**config.mk**
```make
export PLATFORM = sky130hd
export DESIGN_NAME = adaptive_exponential_filter_trigger
export DESIGN_NICKNAME = d
export VERILOG_FILES = /design/src/design/aef_pkg.sv /design/src/design/aef_alu.sv /design/src/design/aef_trig.sv /design/src/design/adaptive_exponential_filter_trigger.sv
export SDC_FILE = /design/constraint.sdc
export NUM_CORES = 1
export LEC_CHECK = 0
export BUFFER_PORTS_ARGS = -buffer_cell sky130_fd_sc_hd__clkbuf_2
export CAP_MARGIN = 40
export CORE_ASPECT_RATIO = 0.7
export CORE_MARGIN = 1.5
export CORE_UTILIZATION = 50
export CTS_BUF_LIST = sky130_fd_sc_hd__clkbuf_8
export DETAILED_ROUTE_END_ITERATION = 12
export GPL_ROUTABILITY_DRIVEN = 0
export GPL_TIMING_DRIVEN = 0
export PLACE_DENSITY = 0.68
export SLEW_MARGIN = 20
export SYNTH_ARGS = -nofsm -noshare
export SYNTH_HDL_FRONTEND = slang
export SYNTH_SLANG_ARGS = --single-unit
```
**constraint.sdc**
```tcl
create_clock -name clk -period 15.6 [get_ports clk]
set_clock_uncertainty 0.1 [all_clocks]
set_input_delay 1.56 -clock clk [delete_from_list [all_inputs] [get_ports clk]]
set_output_delay 1.56 -clock clk [all_outputs]
set_load 0.02 [all_outputs]
```
**src/design/aef_pkg.sv**
```systemverilog
// Shared types and constants for the adaptive exponential filter trigger.
package aef_pkg;

	// Default sizes handed to the top level
	localparam int SAMPLE_BITS_DEF = 24;
	localparam int ALPHA_FRAC_DEF  = 16;

	// Fixed field and datapath widths
	localparam int TAU_W  = 32;
	localparam int DT_W   = 32;
	localparam int DEN_W  = 33;
	localparam int REM_W  = 35;
	localparam int DATA_W = 32;
	localparam int ADDR_W = 5;
	localparam int IDX_W  = 3;

	localparam logic [TAU_W-1:0] TAU_RESET = 32'd159155;

	// Input item kinds
	localparam logic KIND_FILTER = 1'b0;
	localparam logic KIND_PRESET = 1'b1;

	// Register map, one 32-bit word per register
	typedef enum logic [IDX_W-1:0] {
		REG_TAU    = 3'd0,
		REG_BYPASS = 3'd1,
		REG_UTHR   = 3'd2,
		REG_LTHR   = 3'd3,
		REG_UCMP   = 3'd4,
		REG_LCMP   = 3'd5
	} reg_idx_t;

	// Trigger comparison codes
	typedef enum logic [1:0] {
		CMP_LT = 2'd0,
		CMP_GT = 2'd1,
		CMP_LE = 2'd2,
		CMP_GE = 2'd3
	} cmp_t;

	// Sequencer states
	typedef enum logic [2:0] {
		ST_IDLE,
		ST_DEN,
		ST_DIV,
		ST_DIFF,
		ST_MUL,
		ST_ADD,
		ST_FIN
	} state_t;

	// Trigger result
	typedef struct packed {
		logic level;
		logic rising;
		logic falling;
	} trig_res_t;

endpackage

```
**src/design/aef_alu.sv**
```systemverilog
// Shared adder/subtractor used for denominator, division, difference, multiply and update steps.
module aef_alu #(
	parameter int W = 58
) (
	input  logic [W-1:0] a,
	input  logic [W-1:0] b,
	input  logic         sub,
	output logic [W-1:0] res
);

	assign res = a + (sub ? ~b : b) + W'(sub);

endmodule

```
**src/design/aef_trig.sv**
```systemverilog
// Schmitt trigger decision on the full-precision filter value.
module aef_trig #(
	parameter int SAMPLE_BITS = aef_pkg::SAMPLE_BITS_DEF,
	parameter int ALPHA_FRAC  = aef_pkg::ALPHA_FRAC_DEF
) (
	input  logic signed [SAMPLE_BITS+ALPHA_FRAC-1:0] value,
	input  logic signed [SAMPLE_BITS-1:0]            upper_thr,
	input  logic signed [SAMPLE_BITS-1:0]            lower_thr,
	input  aef_pkg::cmp_t                            upper_cmp,
	input  aef_pkg::cmp_t                            lower_cmp,
	input  logic                                     prev_level,
	output aef_pkg::trig_res_t                       res
);

	localparam int VW = SAMPLE_BITS + ALPHA_FRAC;

	logic signed [VW-1:0] upper_fx;
	logic signed [VW-1:0] lower_fx;
	logic                 set_hit;
	logic                 clr_hit;
	logic                 lvl;

	assign upper_fx = {upper_thr, {ALPHA_FRAC{1'b0}}};
	assign lower_fx = {lower_thr, {ALPHA_FRAC{1'b0}}};

	always_comb begin
		case (upper_cmp)
			aef_pkg::CMP_LT: set_hit = value <  upper_fx;
			aef_pkg::CMP_GT: set_hit = value >  upper_fx;
			aef_pkg::CMP_LE: set_hit = value <= upper_fx;
			aef_pkg::CMP_GE: set_hit = value >= upper_fx;
			default:         set_hit = 1'b0;
		endcase
		case (lower_cmp)
			aef_pkg::CMP_LT: clr_hit = value <  lower_fx;
			aef_pkg::CMP_GT: clr_hit = value >  lower_fx;
			aef_pkg::CMP_LE: clr_hit = value <= lower_fx;
			aef_pkg::CMP_GE: clr_hit = value >= lower_fx;
			default:         clr_hit = 1'b0;
		endcase
		// set wins over clear
		if (set_hit) begin
			lvl = 1'b1;
		end else if (clr_hit) begin
			lvl = 1'b0;
		end else begin
			lvl = prev_level;
		end
		res.level   = lvl;
		res.rising  = lvl & ~prev_level;
		res.falling = ~lvl & prev_level;
	end

endmodule

```
**src/design/adaptive_exponential_filter_trigger.sv**
```systemverilog
// Top level: first-order low-pass with time-adaptive alpha and Schmitt trigger output.
// Filter beat with elapsed_us > 0 and bypass off: the shared adder runs the denominator,
// the alpha divider, the difference, the shift-add multiply (ALPHA_FRAC+1 steps each for
// divider and multiply) and the update. Preset, bypass or zero elapsed go straight to finish.
// One beat in flight, in_stall high from accept until the result registers, so no new beat
// is taken before then, and a stalled output holds it back. arst_n clears state; regs take defaults.
module adaptive_exponential_filter_trigger #(
	parameter int SAMPLE_BITS = aef_pkg::SAMPLE_BITS_DEF,
	parameter int ALPHA_FRAC  = aef_pkg::ALPHA_FRAC_DEF
) (
	input  logic                              clk,
	input  logic                              arst_n,
	// APB-style configuration port
	input  logic                              psel,
	input  logic                              penable,
	input  logic                              pwrite,
	input  logic [aef_pkg::ADDR_W-1:0]        paddr,
	input  logic [aef_pkg::DATA_W-1:0]        pwdata,
	output logic [aef_pkg::DATA_W-1:0]        prdata,
	output logic                              pready,
	// input channel
	input  logic                              in_valid,
	output logic                              in_stall,
	input  logic                              kind,
	input  logic signed [SAMPLE_BITS-1:0]     sample,
	input  logic [aef_pkg::DT_W-1:0]          elapsed_us,
	// result channel
	output logic                              out_valid,
	input  logic                              out_stall,
	output logic signed [SAMPLE_BITS-1:0]     filtered,
	output logic                              level,
	output logic                              rising,
	output logic                              falling
);

	// Datapath widths
	localparam int VW    = SAMPLE_BITS + ALPHA_FRAC;   // filter value
	localparam int DW    = VW + 1;                     // target - value
	localparam int AQW   = ALPHA_FRAC + 1;             // alpha, 0 .. 1.0
	localparam int PW    = DW + AQW;                   // alpha * diff
	localparam int AW    = (PW > aef_pkg::REM_W) ? PW : aef_pkg::REM_W;
	localparam int CNT_W = $clog2(AQW);
	localparam int RW    = aef_pkg::REM_W;

	// ---------------- configuration registers ----------------
	logic [aef_pkg::TAU_W-1:0]     tau_q;
	logic                          bypass_q;
	logic signed [SAMPLE_BITS-1:0] upper_thr_q;
	logic signed [SAMPLE_BITS-1:0] lower_thr_q;
	aef_pkg::cmp_t                 upper_cmp_q;
	aef_pkg::cmp_t                 lower_cmp_q;
	aef_pkg::reg_idx_t             reg_idx;
	logic                          cfg_wr;

	assign pready  = 1'b1;
	assign reg_idx = aef_pkg::reg_idx_t'(paddr[aef_pkg::ADDR_W-1:2]);
	assign cfg_wr  = psel & penable & pwrite & pready;

	always_ff @(posedge clk or negedge arst_n) begin
		if (!arst_n) begin
			tau_q       <= aef_pkg::TAU_RESET;
			bypass_q    <= 1'b0;
			upper_thr_q <= '0;
			lower_thr_q <= '0;
			upper_cmp_q <= aef_pkg::CMP_GT;
			lower_cmp_q <= aef_pkg::CMP_LT;
		end else if (cfg_wr) begin
			case (reg_idx)
				aef_pkg::REG_TAU:    tau_q       <= pwdata;
				aef_pkg::REG_BYPASS: bypass_q    <= pwdata[0];
				aef_pkg::REG_UTHR:   upper_thr_q <= pwdata[SAMPLE_BITS-1:0];
				aef_pkg::REG_LTHR:   lower_thr_q <= pwdata[SAMPLE_BITS-1:0];
				aef_pkg::REG_UCMP:   upper_cmp_q <= aef_pkg::cmp_t'(pwdata[1:0]);
				aef_pkg::REG_LCMP:   lower_cmp_q <= aef_pkg::cmp_t'(pwdata[1:0]);
				default: ;  // unmapped words ignored
			endcase
		end
	end

	// read back, thresholds sign-extended
	always_comb begin
		case (reg_idx)
			aef_pkg::REG_TAU:    prdata = tau_q;
			aef_pkg::REG_BYPASS: prdata = aef_pkg::DATA_W'(bypass_q);
			aef_pkg::REG_UTHR:   prdata = aef_pkg::DATA_W'(upper_thr_q);
			aef_pkg::REG_LTHR:   prdata = aef_pkg::DATA_W'(lower_thr_q);
			aef_pkg::REG_UCMP:   prdata = aef_pkg::DATA_W'(upper_cmp_q);
			aef_pkg::REG_LCMP:   prdata = aef_pkg::DATA_W'(lower_cmp_q);
			default:             prdata = '0;
		endcase
	end

	// ---------------- sequencer and datapath registers ----------------
	aef_pkg::state_t state_q, state_d;

	logic signed [SAMPLE_BITS-1:0] sample_q;
	logic [aef_pkg::DT_W-1:0]      dt_q;
	logic [aef_pkg::DEN_W-1:0]     denom_q;   // tau + dt
	logic [RW-1:0]                 rem_q;     // divider partial remainder
	logic [AQW-1:0]                alpha_q;   // quotient, built MSB first
	logic signed [DW-1:0]          diff_q;
	logic signed [PW-1:0]          acc_q;     // shift-add product
	logic [CNT_W-1:0]              cnt_q;
	logic signed [VW-1:0]          value_q;   // filter state
	logic                          level_q;   // trigger state

	logic signed [SAMPLE_BITS-1:0] filtered_q;
	logic                          out_valid_q;
	logic                          level_out_q;
	logic                          rising_q;
	logic                          falling_q;

	logic                          in_acc;
	logic                          out_free;
	logic                          direct_load;
	logic signed [VW-1:0]          in_target;
	logic signed [VW-1:0]          target;

	// shared unit operands
	logic [AW-1:0] alu_a;
	logic [AW-1:0] alu_b;
	logic          alu_sub;
	logic [AW-1:0] alu_res;
	logic          div_take;
	logic [RW-1:0] rem_next;

	aef_pkg::trig_res_t trig;

	assign in_acc      = in_valid & ~in_stall;
	assign out_free    = ~out_valid_q | ~out_stall;
	assign direct_load = (kind == aef_pkg::KIND_PRESET) | bypass_q;
	assign in_target   = {sample, {ALPHA_FRAC{1'b0}}};
	assign target      = {sample_q, {ALPHA_FRAC{1'b0}}};

	// restoring divider: keep the difference when it is not negative
	assign div_take = ~alu_res[AW-1];
	assign rem_next = div_take ? alu_res[RW-1:0] : rem_q;

	always_ff @(posedge clk or negedge arst_n) begin
		if (!arst_n) begin
			state_q <= aef_pkg::ST_IDLE;
		end else begin
			state_q <= state_d;
		end
	end

	// next state plus shared-unit operand selection
	always_comb begin
		state_d  = state_q;
		in_stall = 1'b1;
		alu_a    = '0;
		alu_b    = '0;
		alu_sub  = 1'b0;
		case (state_q)
			aef_pkg::ST_IDLE: begin
				in_stall = 1'b0;
				if (in_valid) begin
					if (direct_load || elapsed_us == '0) begin
						state_d = aef_pkg::ST_FIN;
					end else begin
						state_d = aef_pkg::ST_DEN;
					end
				end
			end
			aef_pkg::ST_DEN: begin
				alu_a   = AW'(tau_q);
				alu_b   = AW'(dt_q);
				state_d = aef_pkg::ST_DIV;
			end
			aef_pkg::ST_DIV: begin
				alu_a   = AW'(rem_q);
				alu_b   = AW'(denom_q);
				alu_sub = 1'b1;
				if (cnt_q == '0) begin
					state_d = aef_pkg::ST_DIFF;
				end
			end
			aef_pkg::ST_DIFF: begin
				alu_a   = AW'(target);
				alu_b   = AW'(value_q);
				alu_sub = 1'b1;
				state_d = aef_pkg::ST_MUL;
			end
			aef_pkg::ST_MUL: begin
				alu_a = AW'(signed'({acc_q[PW-2:0], 1'b0}));
				alu_b = alpha_q[cnt_q] ? AW'(diff_q) : '0;
				if (cnt_q == '0) begin
					state_d = aef_pkg::ST_ADD;
				end
			end
			aef_pkg::ST_ADD: begin
				// floor(alpha * diff / 2^F) by arithmetic shift
				alu_a   = AW'(value_q);
				alu_b   = AW'(acc_q >>> ALPHA_FRAC);
				state_d = aef_pkg::ST_FIN;
			end
			aef_pkg::ST_FIN: begin
				if (out_free) begin
					state_d = aef_pkg::ST_IDLE;
				end
			end
			default: begin
				state_d = aef_pkg::ST_IDLE;
			end
		endcase
	end

	aef_alu #(
		.W (AW)
	) u_alu (
		.a   (alu_a),
		.b   (alu_b),
		.sub (alu_sub),
		.res (alu_res)
	);

	aef_trig #(
		.SAMPLE_BITS (SAMPLE_BITS),
		.ALPHA_FRAC  (ALPHA_FRAC)
	) u_trig (
		.value      (value_q),
		.upper_thr  (upper_thr_q),
		.lower_thr  (lower_thr_q),
		.upper_cmp  (upper_cmp_q),
		.lower_cmp  (lower_cmp_q),
		.prev_level (level_q),
		.res        (trig)
	);

	// payload working registers
	always_ff @(posedge clk) begin
		case (state_q)
			aef_pkg::ST_IDLE: begin
				sample_q <= sample;
				dt_q     <= elapsed_us;
			end
			aef_pkg::ST_DEN: begin
				denom_q <= alu_res[aef_pkg::DEN_W-1:0];
				rem_q   <= RW'(dt_q);
				alpha_q <= '0;
				cnt_q   <= CNT_W'(ALPHA_FRAC);
			end
			aef_pkg::ST_DIV: begin
				alpha_q <= {alpha_q[AQW-2:0], div_take};
				rem_q   <= {rem_next[RW-2:0], 1'b0};
				cnt_q   <= cnt_q - 1'b1;
			end
			aef_pkg::ST_DIFF: begin
				diff_q <= alu_res[DW-1:0];
				acc_q  <= '0;
				cnt_q  <= CNT_W'(ALPHA_FRAC);
			end
			aef_pkg::ST_MUL: begin
				acc_q <= alu_res[PW-1:0];
				cnt_q <= cnt_q - 1'b1;
			end
			default: ;
		endcase
	end

	// filter and trigger state
	always_ff @(posedge clk or negedge arst_n) begin
		if (!arst_n) begin
			value_q <= '0;
			level_q <= 1'b0;
		end else begin
			if (in_acc && direct_load) begin
				value_q <= in_target;          // preset or bypass
			end else if (state_q == aef_pkg::ST_ADD) begin
				value_q <= alu_res[VW-1:0];
			end
			if (state_q == aef_pkg::ST_FIN && out_free) begin
				level_q <= trig.level;
			end
		end
	end

	// output register
	always_ff @(posedge clk or negedge arst_n) begin
		if (!arst_n) begin
			out_valid_q <= 1'b0;
		end else if (state_q == aef_pkg::ST_FIN && out_free) begin
			out_valid_q <= 1'b1;
		end else if (!out_stall) begin
			out_valid_q <= 1'b0;
		end
	end

	always_ff @(posedge clk) begin
		if (state_q == aef_pkg::ST_FIN && out_free) begin
			filtered_q  <= value_q[VW-1:ALPHA_FRAC];   // floor of the value
			level_out_q <= trig.level;
			rising_q    <= trig.rising;
			falling_q   <= trig.falling;
		end
	end

	assign out_valid = out_valid_q;
	assign filtered  = filtered_q;
	assign level     = level_out_q;
	assign rising    = rising_q;
	assign falling   = falling_q;

	// ---------------- assertions ----------------
	// an accepted beat always leaves idle
	a_accept_busy: assert property (@(posedge clk) disable iff (!arst_n)
		in_acc |=> (state_q != aef_pkg::ST_IDLE))
		else $error("accepted beat did not start the sequencer");

	// a finished result waits while the output slot is held
	a_fin_hold: assert property (@(posedge clk) disable iff (!arst_n)
		(state_q == aef_pkg::ST_FIN && out_valid_q && out_stall)
		|=> (state_q == aef_pkg::ST_FIN))
		else $error("result left before output slot freed");

	// alpha never exceeds 1.0
	a_alpha_range: assert property (@(posedge clk) disable iff (!arst_n)
		(state_q == aef_pkg::ST_DIFF) |-> (alpha_q <= (AQW'(1) << ALPHA_FRAC)))
		else $error("alpha above one");

	// edges agree with level
	a_edge_level: assert property (@(posedge clk) disable iff (!arst_n)
		out_valid_q |-> (!(rising_q && falling_q) && (!rising_q || level_out_q)
			&& (!falling_q || !level_out_q)))
		else $error("edge flags inconsistent with level");

endmodule
```
### Word level (Yosys, flattened, before mapping)

Cells that the tools add are included.
Widths: inputs -> output; s select.

* memory bits (writable): 0
* ROM bits: 0
* latch bits: 0
* memories kept: 0
* bits in registers: 402
* output and inout port bits: 62

* multiply operators: 0
* equal/unequal tests: 22
* $add $sub $neg: 3
* $lt $le $gt $ge: 9
* reduce and logical (&&, ||, !) cells: 23
* divide/modulo/power cells: 0
* shift operators: 0
* muxes and demuxes: 28
* bitwise operators: 13

Operators with widths (number)
* $pmux 58 s5: 2
* $pmux 32 s6: 1
* $mux 58: 2
* $pmux 58 s2: 1
* $ge 40x40->1: 2
* $gt 40x40->1: 2
* $le 40x40->1: 2
* $lt 40x40->1: 2
* $mux 40: 2
* $pmux 35 s2: 1
* $add 58x1->58: 1
* $add 58x58->58: 1
* $not 58->58: 1
* $mux 34: 1
* $pmux 17 s2: 1
* $logic_not 32->1: 1
* $pmux 3 s7: 1
* $eq 3x3->1 const B: 5
* $mux 3: 5
* $eq 3x2->1 const B: 4
* $reduce_and 2->1: 6
* $pmux 5 s2: 1
* $eq 2x2->1 const B: 4
* $ne 2x2->1 const B: 4
* 19 further kinds: 45

### Logic depth before layout (Yosys ltp)

Gate-level depths: netlist (run 1).

* depth in word-level cells: 10
* depth in mapped cells: 23
* gate-level depth less buffers: 19

### Cells and area by module

A second synthesis (run 1) with hierarchy kept.

* cell total of the unflattened synthesis: 2137
* area total of the unflattened synthesis: 23344.9 sq um

Modules (own cells, without submodules)
* adaptive_exponential_filter_trigger: sequential area each 11436.0 sq um, cells an instance 1414, instances 1, area an instance 18176.2 sq um
* aef_alu: sequential area each 0.0 sq um, cells an instance 532, instances 1, area an instance 3774.9 sq um
* aef_trig: sequential area each 0.0 sq um, cells an instance 191, instances 1, area an instance 1393.8 sq um

### Least setup slack after synthesis (run 1)

No wires, ideal clock.

* path kind: register to output
* from: register state_q[1]
* to: output in_stall
* data required time: 13940 ps
* stages on the path, launching flop included: 4
* arrival: 5369 ps
* setup slack: 8571 ps
* buffers on the path: 1
* cells stage by stage: dfrtp_1 -> clkbuf_1 -> nor3_1 -> inv_1

* cells in the longest elaborated chain, start to end: 2

RTL lines
* from (decl): line adaptive_exponential_filter_trigger.sv:94 `aef_pkg::state_t state_q, state_d;`
* from (signal assigned): line adaptive_exponential_filter_trigger.sv:141 `state_q <= aef_pkg::ST_IDLE;`
* from (signal assigned): line adaptive_exponential_filter_trigger.sv:143 `state_q <= state_d;`
* $logic_not 3->1: line adaptive_exponential_filter_trigger.sv:154 `case (state_q)`
* $mux 1: line adaptive_exponential_filter_trigger.sv:154
* to (decl): line adaptive_exponential_filter_trigger.sv:23 `output logic in_stall,`

No other way between the ends.

### Final worst setup path (run 1)

* from: register state_q[2]
* to: register rem_q[19] (data pin)

* cells in the longest elaborated chain, start to end: 8
* elaborated cells between the ends (all ways): 15
* classes of those cells: 2 x add/sub; 5 x eq/ne; 6 x mux; 1 x bitwise; 1 x reduce/logical

RTL lines
* $eq 3x3->1, or another cell as far along: line adaptive_exponential_filter_trigger.sv:154
* $pmux 58 s5 or $reduce_or 2->1 (tied branches)
* $not 58->58 or $mux 1 (tied branches): line aef_alu.sv:11, adaptive_exponential_filter_trigger.sv:154
* $mux 58: line aef_alu.sv:11 `assign res = a + (sub ? ~b : b) + W'(sub);`
* $add 58x58->58: line aef_alu.sv:11
* $add 58x1->58: line aef_alu.sv:11
* $mux 34: line adaptive_exponential_filter_trigger.sv:137 `assign rem_next = div_take ? alu_res[RW-1:0] : rem_q;`
* $pmux 35 s2 (*): line adaptive_exponential_filter_trigger.sv:232 `case (state_q)`
* to (signal assigned): line adaptive_exponential_filter_trigger.sv:239 `rem_q <= RW'(dt_q);`
* to (signal assigned): line adaptive_exponential_filter_trigger.sv:245 `rem_q <= {rem_next[RW-2:0], 1'b0};`
* to (decl): line adaptive_exponential_filter_trigger.sv:99 `logic [RW-1:0] rem_q;`

Every way passes the cells marked *; elsewhere a longest branch is shown, timed or not.
A chain may end at the register's enable or synchronous reset.

==> results.sh, run 1 <==
export IMPL_ys_seq_area_share_pct=50.6
export IMPL_pwr_share_seq_pct=30.2
export IMPL_final_setup_viol_count=0
export IMPL_drcViolationCount=0
export IMPL_synth_area_sq_um=22600
export IMPL_pwr_share_clk_pct=14.2
export IMPL_firstDrtPassIters=6
export IMPL_hold_buffers=0
export IMPL_path_max_fanout=29
export IMPL_synthFlopType="edfxtp_1"
export IMPL_track_usage_pct=35.9
export IMPL_max_stage_delay_ns=0.73
export IMPL_clkSlewWorstSetupHoldPaths_ns=0.09
export IMPL_swShare_pct=48.5
export IMPL_ys_warn_count=0
export IMPL_path_cells="buf_2 -> buf_1 -> nor2_1 -> clkbuf_1 -> buf_1 -> buf_2 -> buf_12 -> a22oi_1 -> nand2_1 -> ha_1 -> clkbuf_1 -> a21o_1 -> a21o_1 -> a21oi_1 -> o31ai_1 -> o41ai_1 -> clkdlybuf4s15_2 -> a31oi_2 -> nor2_1 -> o31ai_4 -> xor2_4 -> buf_6 -> mux2i_1 -> o21ai_1"
export IMPL_clock_sinks=402
export IMPL_crit_arrival_ns=7.64
export IMPL_final_antenna_net_count=0
export IMPL_wirelength_mm=84.6
export IMPL_placed_area_sq_um=24600
export IMPL_syn_nets=2387
export IMPL_dp_slack_ns=8.33
export IMPL_cts_resized=0
export IMPL_fin_crit_ns=7.34
export IMPL_hold_class="flop to flop"
export IMPL_intPower_mw=3.38
export IMPL_overflow=0
export IMPL_grt_pass1_wl_mm=123
export IMPL_fp_dieH_um=181
export IMPL_cpMaxStageDelayCell="buf_1"
export IMPL_crit_type="flop to flop"
export IMPL_slew_headroom_pct=36.0
export IMPL_path_delay_family="buffers and inverters"
export IMPL_insertion_delay_ns=0.69
export IMPL_comb_power_share_pct=55.6
export IMPL_drt_iter0_markers=3119
export IMPL_switching_power_mw=3.18
export IMPL_via_per_inst=6.49
export IMPL_wire_per_inst_um=27.4
export IMPL_power_density_nw_per_um2=253
export IMPL_leakage_nw=11.4
export IMPL_synth_cells=2180
export IMPL_ios=163
export IMPL_core_sq_um=44100
export IMPL_status="finished clean"
export IMPL_period_share_pct=47.0
export IMPL_cap_violations=0
export IMPL_worst_slew_pin_slew_ns=0.960
export IMPL_dr_total_vias=20000
export IMPL_synth_edf_count=272
export IMPL_rows=64
export IMPL_rsz0062_at_grt="false"
export IMPL_setup_ws_ns=8.26
export IMPL_peakVddDrop_v=0.000149
export IMPL_ys_ff_latch=402
export IMPL_grt_max_degree=75
export IMPL_cts_tree="built"
export IMPL_cts_buffer_depth=3
export IMPL_hpwl_mm=65.0
export IMPL_syn_avg_cell_area_sq_um=10.4
export IMPL_maxSlewViolCount=0
export IMPL_die_area_sq_um=46500
export IMPL_whs_ns=0.440
export IMPL_fin_area_sq_um=25900
export IMPL_start_util_pct=51.2
export IMPL_die_x_um=257
export IMPL_cts_root_buf="clkbuf_8"
export IMPL_port_buffers=157
export IMPL_crit_path_end_kind="flop"
export IMPL_start_kind="flop"
export IMPL_ys_async_sr_fraction_pct=32.3
export IMPL_final_layout_size_suffix_gt1_share_pct=14.7
export IMPL_area_growth_syn_to_layout_pct=14.7
export IMPL_report_final_hold_viol_count=0
export IMPL_critPathBufInv=9
export IMPL_fmax_ghz=0.136
export IMPL_power_mw=6.56
export IMPL_fin_nets=2643
export IMPL_cts_made_buffers=61
export IMPL_cts_setup_buffers=0
export IMPL_antenna_found_initial=5
export IMPL_htree_levels=2
export IMPL_required_ns=15.90
export IMPL_ys_types=77
export IMPL_grt_pass1_vias=19100
export IMPL_setup_tns_ns=0
flip-flops by register name, indices dropped and copies added, names as in the netlist:
signal	count
lower_thr_q	24
value_q	40
acc_q	58
falling	1
rem_q	35
bypass_q	1
tau_q	32
filtered	24
denom_q	33
out_valid	1
upper_thr_q	24
diff_q	41
upper_cmp_q	2
level_q	1
lower_cmp_q	2
level	1
alpha_q	17
rising	1
sample_q	24
state_q	3
dt_q	32
cnt_q	5
layer usage:
layer  wire (um)  share of wire [%]  vias up  track usage, %
met1       33800                 40     9635            51.1
met4        3330                3.9        4            13.6
li1            -                  -     8602               -
met5          24              0.028        -               0
met3       14100                 17      218            15.2
met2       33400                 39     1543            48.0
worst register-to-register path: cells and delay by family (launching register included):
family	cells	cell delay (ns)
buffers and inverters	9	3.25
muxes	1	0.27
AOI/OAI and AO/OA	9	1.81
DFF	1	0.36
xor gates and xnor gates	1	0.38
adders and majority gates	1	0.24
and+or+nand+nor	3	0.65
power by group through the flow:
| stage | combinational, mW | sequential (mW) | clock [mW] |
|---|---|---|---|
| floorplan | 2.41 | 1.84 | 0 |
| global placement | 3.30 | 2.01 | 0 |
| detailed placement | 3.48 | 1.97 | 0 |
| CTS | 3.50 | 1.95 | 0.924 |
| global route | 3.91 | 1.99 | 0.970 |
| finish | 3.65 | 1.98 | 0.931 |
synth_stat cells, types with 12 or more instances:
cell	count	share of area, %
edfxtp_1	272	36
nand2_1	251	4.2
o21ai_0	156	3.5
a22oi_1	153	5.1
nor2_1	137	2.3
dfrtp_1	118	13
a21oi_1	116	2.6
clkbuf_1	113	1.9
ha_1	105	5.8
inv_1	104	1.7
mux2i_1	86	3.8
a21o_1	78	2.6
mux2_2	41	2.0
and2_1	33	0.91
xnor2_1	31	1.2
o21ai_1	29	0.64
nand3_1	28	0.62
nand4_1	27	0.75
xor2_1	26	1.0
o22ai_1	23	0.64
nor3_1	17	0.38
nor4_1	17	0.47
o211ai_1	16	0.53
a221o_1	15	0.66
o21a_1	15	0.50
nand2b_1	14	0.39
o21bai_1	13	0.43
dfstp_2	12	1.4
kinds of logic (layout without fill, tap and decap cells):
group	Yosys count	count (layout)	share of synthesized area (%)
compound gates	682	682	19.7
other cells	1	2	0.0166
mux	132	132	6.36
xor+xnor	58	58	2.33
fa+ha+maj	106	106	5.90
flops	402	402	50.6
buf+inv	238	545	4.10
simple gates	561	561	11.0
final timing paths:
path / start / end / slack, ns / cells past startpoint
worst max register to register: state_q[2] / rem_q[19] / 8.26 / 24
max in group asynchronous: arst_n / tau_q[17] / 13.79 / 2
worst min-delay path: bypass_q / bypass_q / 0.44 / 1
worst max-delay path: state_q[2] / rem_q[19] / 8.26 / 24
min in group asynchronous: arst_n / upper_thr_q[2] / 0.77 / 1
worst min register to register: bypass_q / bypass_q / 0.44 / 1
final cells by class:
cell class              instances  area (sq um)
fillers                      3745         18200
clock buffers                  66           908
flip-flops and latches        402         11400
multi-input cells            1540         10300
diodes                          1          2.50
clock inverters                48           339
well taps                     594           743
inverters                     105           394
repair buffers                193          1300
plain buffers                 133           538
metrics by stage:
step           std cells  utilization, %
4_1_cts             3072            58.6
3_3_place_gp        2931            54.7
2_1_floorplan       2180               -
3_5_place_dp        2958            55.8
5_1_grt             3081            58.8
6_report            3082            58.8
cells in the final DEF, fill, tap and decap left out, types with 11 or more instances in the layout:
master    count
clkbuf_8     67
dfstp_2      12
nor3_1       16
o21ai_1      29
a22oi_1     153
clkbuf_2    156
a31oi_1      11
dfrtp_1     118
nor2_1      136
o211ai_1     16
clkinv_1     12
clkbuf_1    112
edfxtp_1    272
nand3_1      28
a21oi_1     115
nand2_1     251
ha_1        105
nor4_1       17
o22ai_1      23
and3_1       11
xor2_1       26
and2_1       33
xnor2_1      31
o21a_1       15
o21ai_0     154
mux2i_1      86
a21o_1       78
a221o_1      15
nand4_1      27
mux2_2       41
o21bai_1     13
inv_1       123
nand2b_1     14
buf_6        17
Power figures use the tool's default switching activity.
==> inputs of run 2 (changes only) <==
Settings changed: PLACE_DENSITY 0.68 to 0.71.
Clock period 15.6 ns to 6.55 ns, I/O delays scaled along.
==> run 2 against run 1 <==
  * Critical endpoint is now rem_q[16]
  * Clock power increased by 140%
  * Global-route usage decreased by 0.59 points
  * Non-clock buffer count decreased by 8
  * Largest power group unchanged
  * The flow now finishes with violations (design-rule violations)
  * Sequential power increased by 140%
  * Highest routed layer is now met4
  * Via count increased by 1.2%
==> results.sh, run 2 (synthesis gave the netlist of run 1 again) <==
export IMPL_final_layout_size_suffix_gt1_share_pct=15.7
export IMPL_htree_levels=2
export IMPL_slew_headroom_pct=36.1
export IMPL_layout_common_cells="edfxtp_1 (272), nand2_1 (251), clkbuf_2 (170)"
export IMPL_port_buffers=157
export IMPL_clkSlewWorstSetupHoldPaths_ns=0.07
export IMPL_die_x_um=257
export IMPL_firstDrtPassIters=13
export IMPL_antenna_found_initial=1
export IMPL_startpoint="state_q[1]"
export IMPL_overflow=0
export IMPL_cpMaxStageDelayCell="dfrtp_1"
export IMPL_critPathBufInv=7
export IMPL_track_usage_pct=35.3
export IMPL_path_max_fanout=10
export IMPL_crit_type="flop to flop"
export IMPL_timing_rr_start="state_q[1]"
export IMPL_max_stage_delay_ns=0.47
export IMPL_largest_reg_flops=58
export IMPL_fin_crit_ns=6.53
export IMPL_cts_root_buf="clkbuf_8"
export IMPL_drt_iter0_markers=3200
export IMPL_setup_ws_ns=0.0175
export IMPL_via_per_inst=6.58
export IMPL_crit_arrival_ns=6.83
export IMPL_cts_buffer_depth=3
export IMPL_leakage_nw=11.4
export IMPL_drcViolationCount=3
export IMPL_area_growth_syn_to_layout_pct=15.1
export IMPL_rows=64
export IMPL_r2r_cells=23
export IMPL_status="finished with violations"
export IMPL_placed_area_sq_um=24600
export IMPL_whs_ns=0.0706
export IMPL_cap_violations=0
export IMPL_regMostFlops="acc_q"
export IMPL_grt_pass1_wl_mm=122
export IMPL_rr_endpoint="rem_q[16]"
export IMPL_critical_path_depth=23
export IMPL_reg_top3="acc_q x58, diff_q x41, value_q x40"
export IMPL_start_kind="flop"
export IMPL_final_antenna_net_count=0
export IMPL_grt_pass1_vias=19000
export IMPL_dp_slack_ns=-0.994
export IMPL_wire_per_inst_um=27.3
export IMPL_path_cells="nand2b_1 -> nor2_2 -> clkbuf_2 -> clkbuf_2 -> buf_6 -> buf_2 -> a22oi_1 -> nand2_1 -> ha_1 -> clkbuf_1 -> a21o_1 -> a21o_1 -> a21oi_1 -> o31ai_1 -> o41ai_1 -> buf_2 -> a31oi_2 -> nor2_1 -> o31ai_4 -> xor2_4 -> buf_6 -> mux2i_2 -> o21ai_1"
export IMPL_grt_max_degree=76
export IMPL_cts_tree="built"
export IMPL_core_sq_um=44100
export IMPL_reg2reg_slack_ns=0.02
export IMPL_dr_total_vias=20300
export IMPL_cts_setup_buffers=0
export IMPL_path_delay_family="buffers and inverters"
export IMPL_die_area_sq_um=46500
export IMPL_fin_area_sq_um=26000
export IMPL_report_final_hold_viol_count=0
export IMPL_worst_slew_pin_slew_ns=0.952
export IMPL_hold_class="input pin to flop"
export IMPL_fin_nets=2635
export IMPL_fmax_ghz=0.153
export IMPL_insertion_delay_ns=0.68
export IMPL_required_ns=6.85
export IMPL_rsz0062_at_grt="true"
export IMPL_crit_path_end_kind="flop"
export IMPL_clock_sinks=402
export IMPL_power_density_nw_per_um2=603
export IMPL_worstSetupEndpoint="rem_q[16]"
export IMPL_final_common_cell="edfxtp_1"
export IMPL_ios=163
export IMPL_fp_dieH_um=181
export IMPL_cts_made_buffers=61
export IMPL_final_setup_viol_count=0
export IMPL_peakVddDrop_v=0.000365
export IMPL_wirelength_mm=83.9
export IMPL_violations="design-rule violations"
export IMPL_start_util_pct=51.2
export IMPL_period_share_pct=99.7
export IMPL_hpwl_mm=63.6
export IMPL_maxSlewViolCount=0
## run 2: worst min path at each step
| stage | slack [ns] | cells past startpoint | endpoint | startpoint |
|---|---|---|---|---|
| floorplan | 0.26 | 0 | bypass_q | arst_n |
| detailed placement | 0.43 | 1 | bypass_q | bypass_q |
| global placement | 0.42 | 1 | bypass_q | bypass_q |
| CTS | 0.06 | 1 | dt_q[30] | elapsed_us[30] |
| global route | 0.07 | 1 | dt_q[30] | elapsed_us[30] |
| finish | 0.07 | 1 | dt_q[28] | elapsed_us[28] |
## run 2: metrics by stage
step / TNS, ns / power, mW / utilization [%] / instances
CTS: 0 / 15.2 / 58.8 / 3072
global route: -0.0269 / 16.4 / 59.0 / 3075
floorplan: 0 / 10.1 / - / 2180
finish: 0 / 15.7 / 59.0 / 3077
detailed placement: -48.70 / 13.0 / 55.7 / 2955
global placement: -425.99 / 12.6 / 54.7 / 2931
## run 2: area by class of cell
type	count	area, sq um
diodes	2	5.00
plain buffers	131	581
clock buffers	72	991
clock inverters	44	297
fillers	3728	18100
inverters	105	394
multi-input cells	1540	10300
flip-flops and latches	402	11400
well taps	594	743
repair buffers	187	1250
## run 2: what timing repair did
action | 4_1_cts | 5_1_grt
resized for setup | 22 | 25
endpoints found under the hold margin | 48 | 0
setup endpoints to repair | 114 | 48
hold buffers | 1 | 0
pin swaps | 0 | 0
## run 2: routing by layer
| metal | part of all wire [%] | wire, um | global-route usage, % |
|---|---|---|---|
| met3 | 17 | 14300 | 14.4 |
| met4 | 4.8 | 4030 | 14.7 |
| met5 | 0 | 0 | 0 |
| met2 | 38 | 32200 | 45.7 |
| met1 | 40 | 33300 | 51.4 |
## run 2: power breakdown
group          internal (mW)  switching [mW]  leakage, nW
Clock                   1.16            1.08        0.726
Combinational           2.97            5.78         6.57
Sequential              3.98           0.734         4.13
Total                   8.11            7.60         11.4
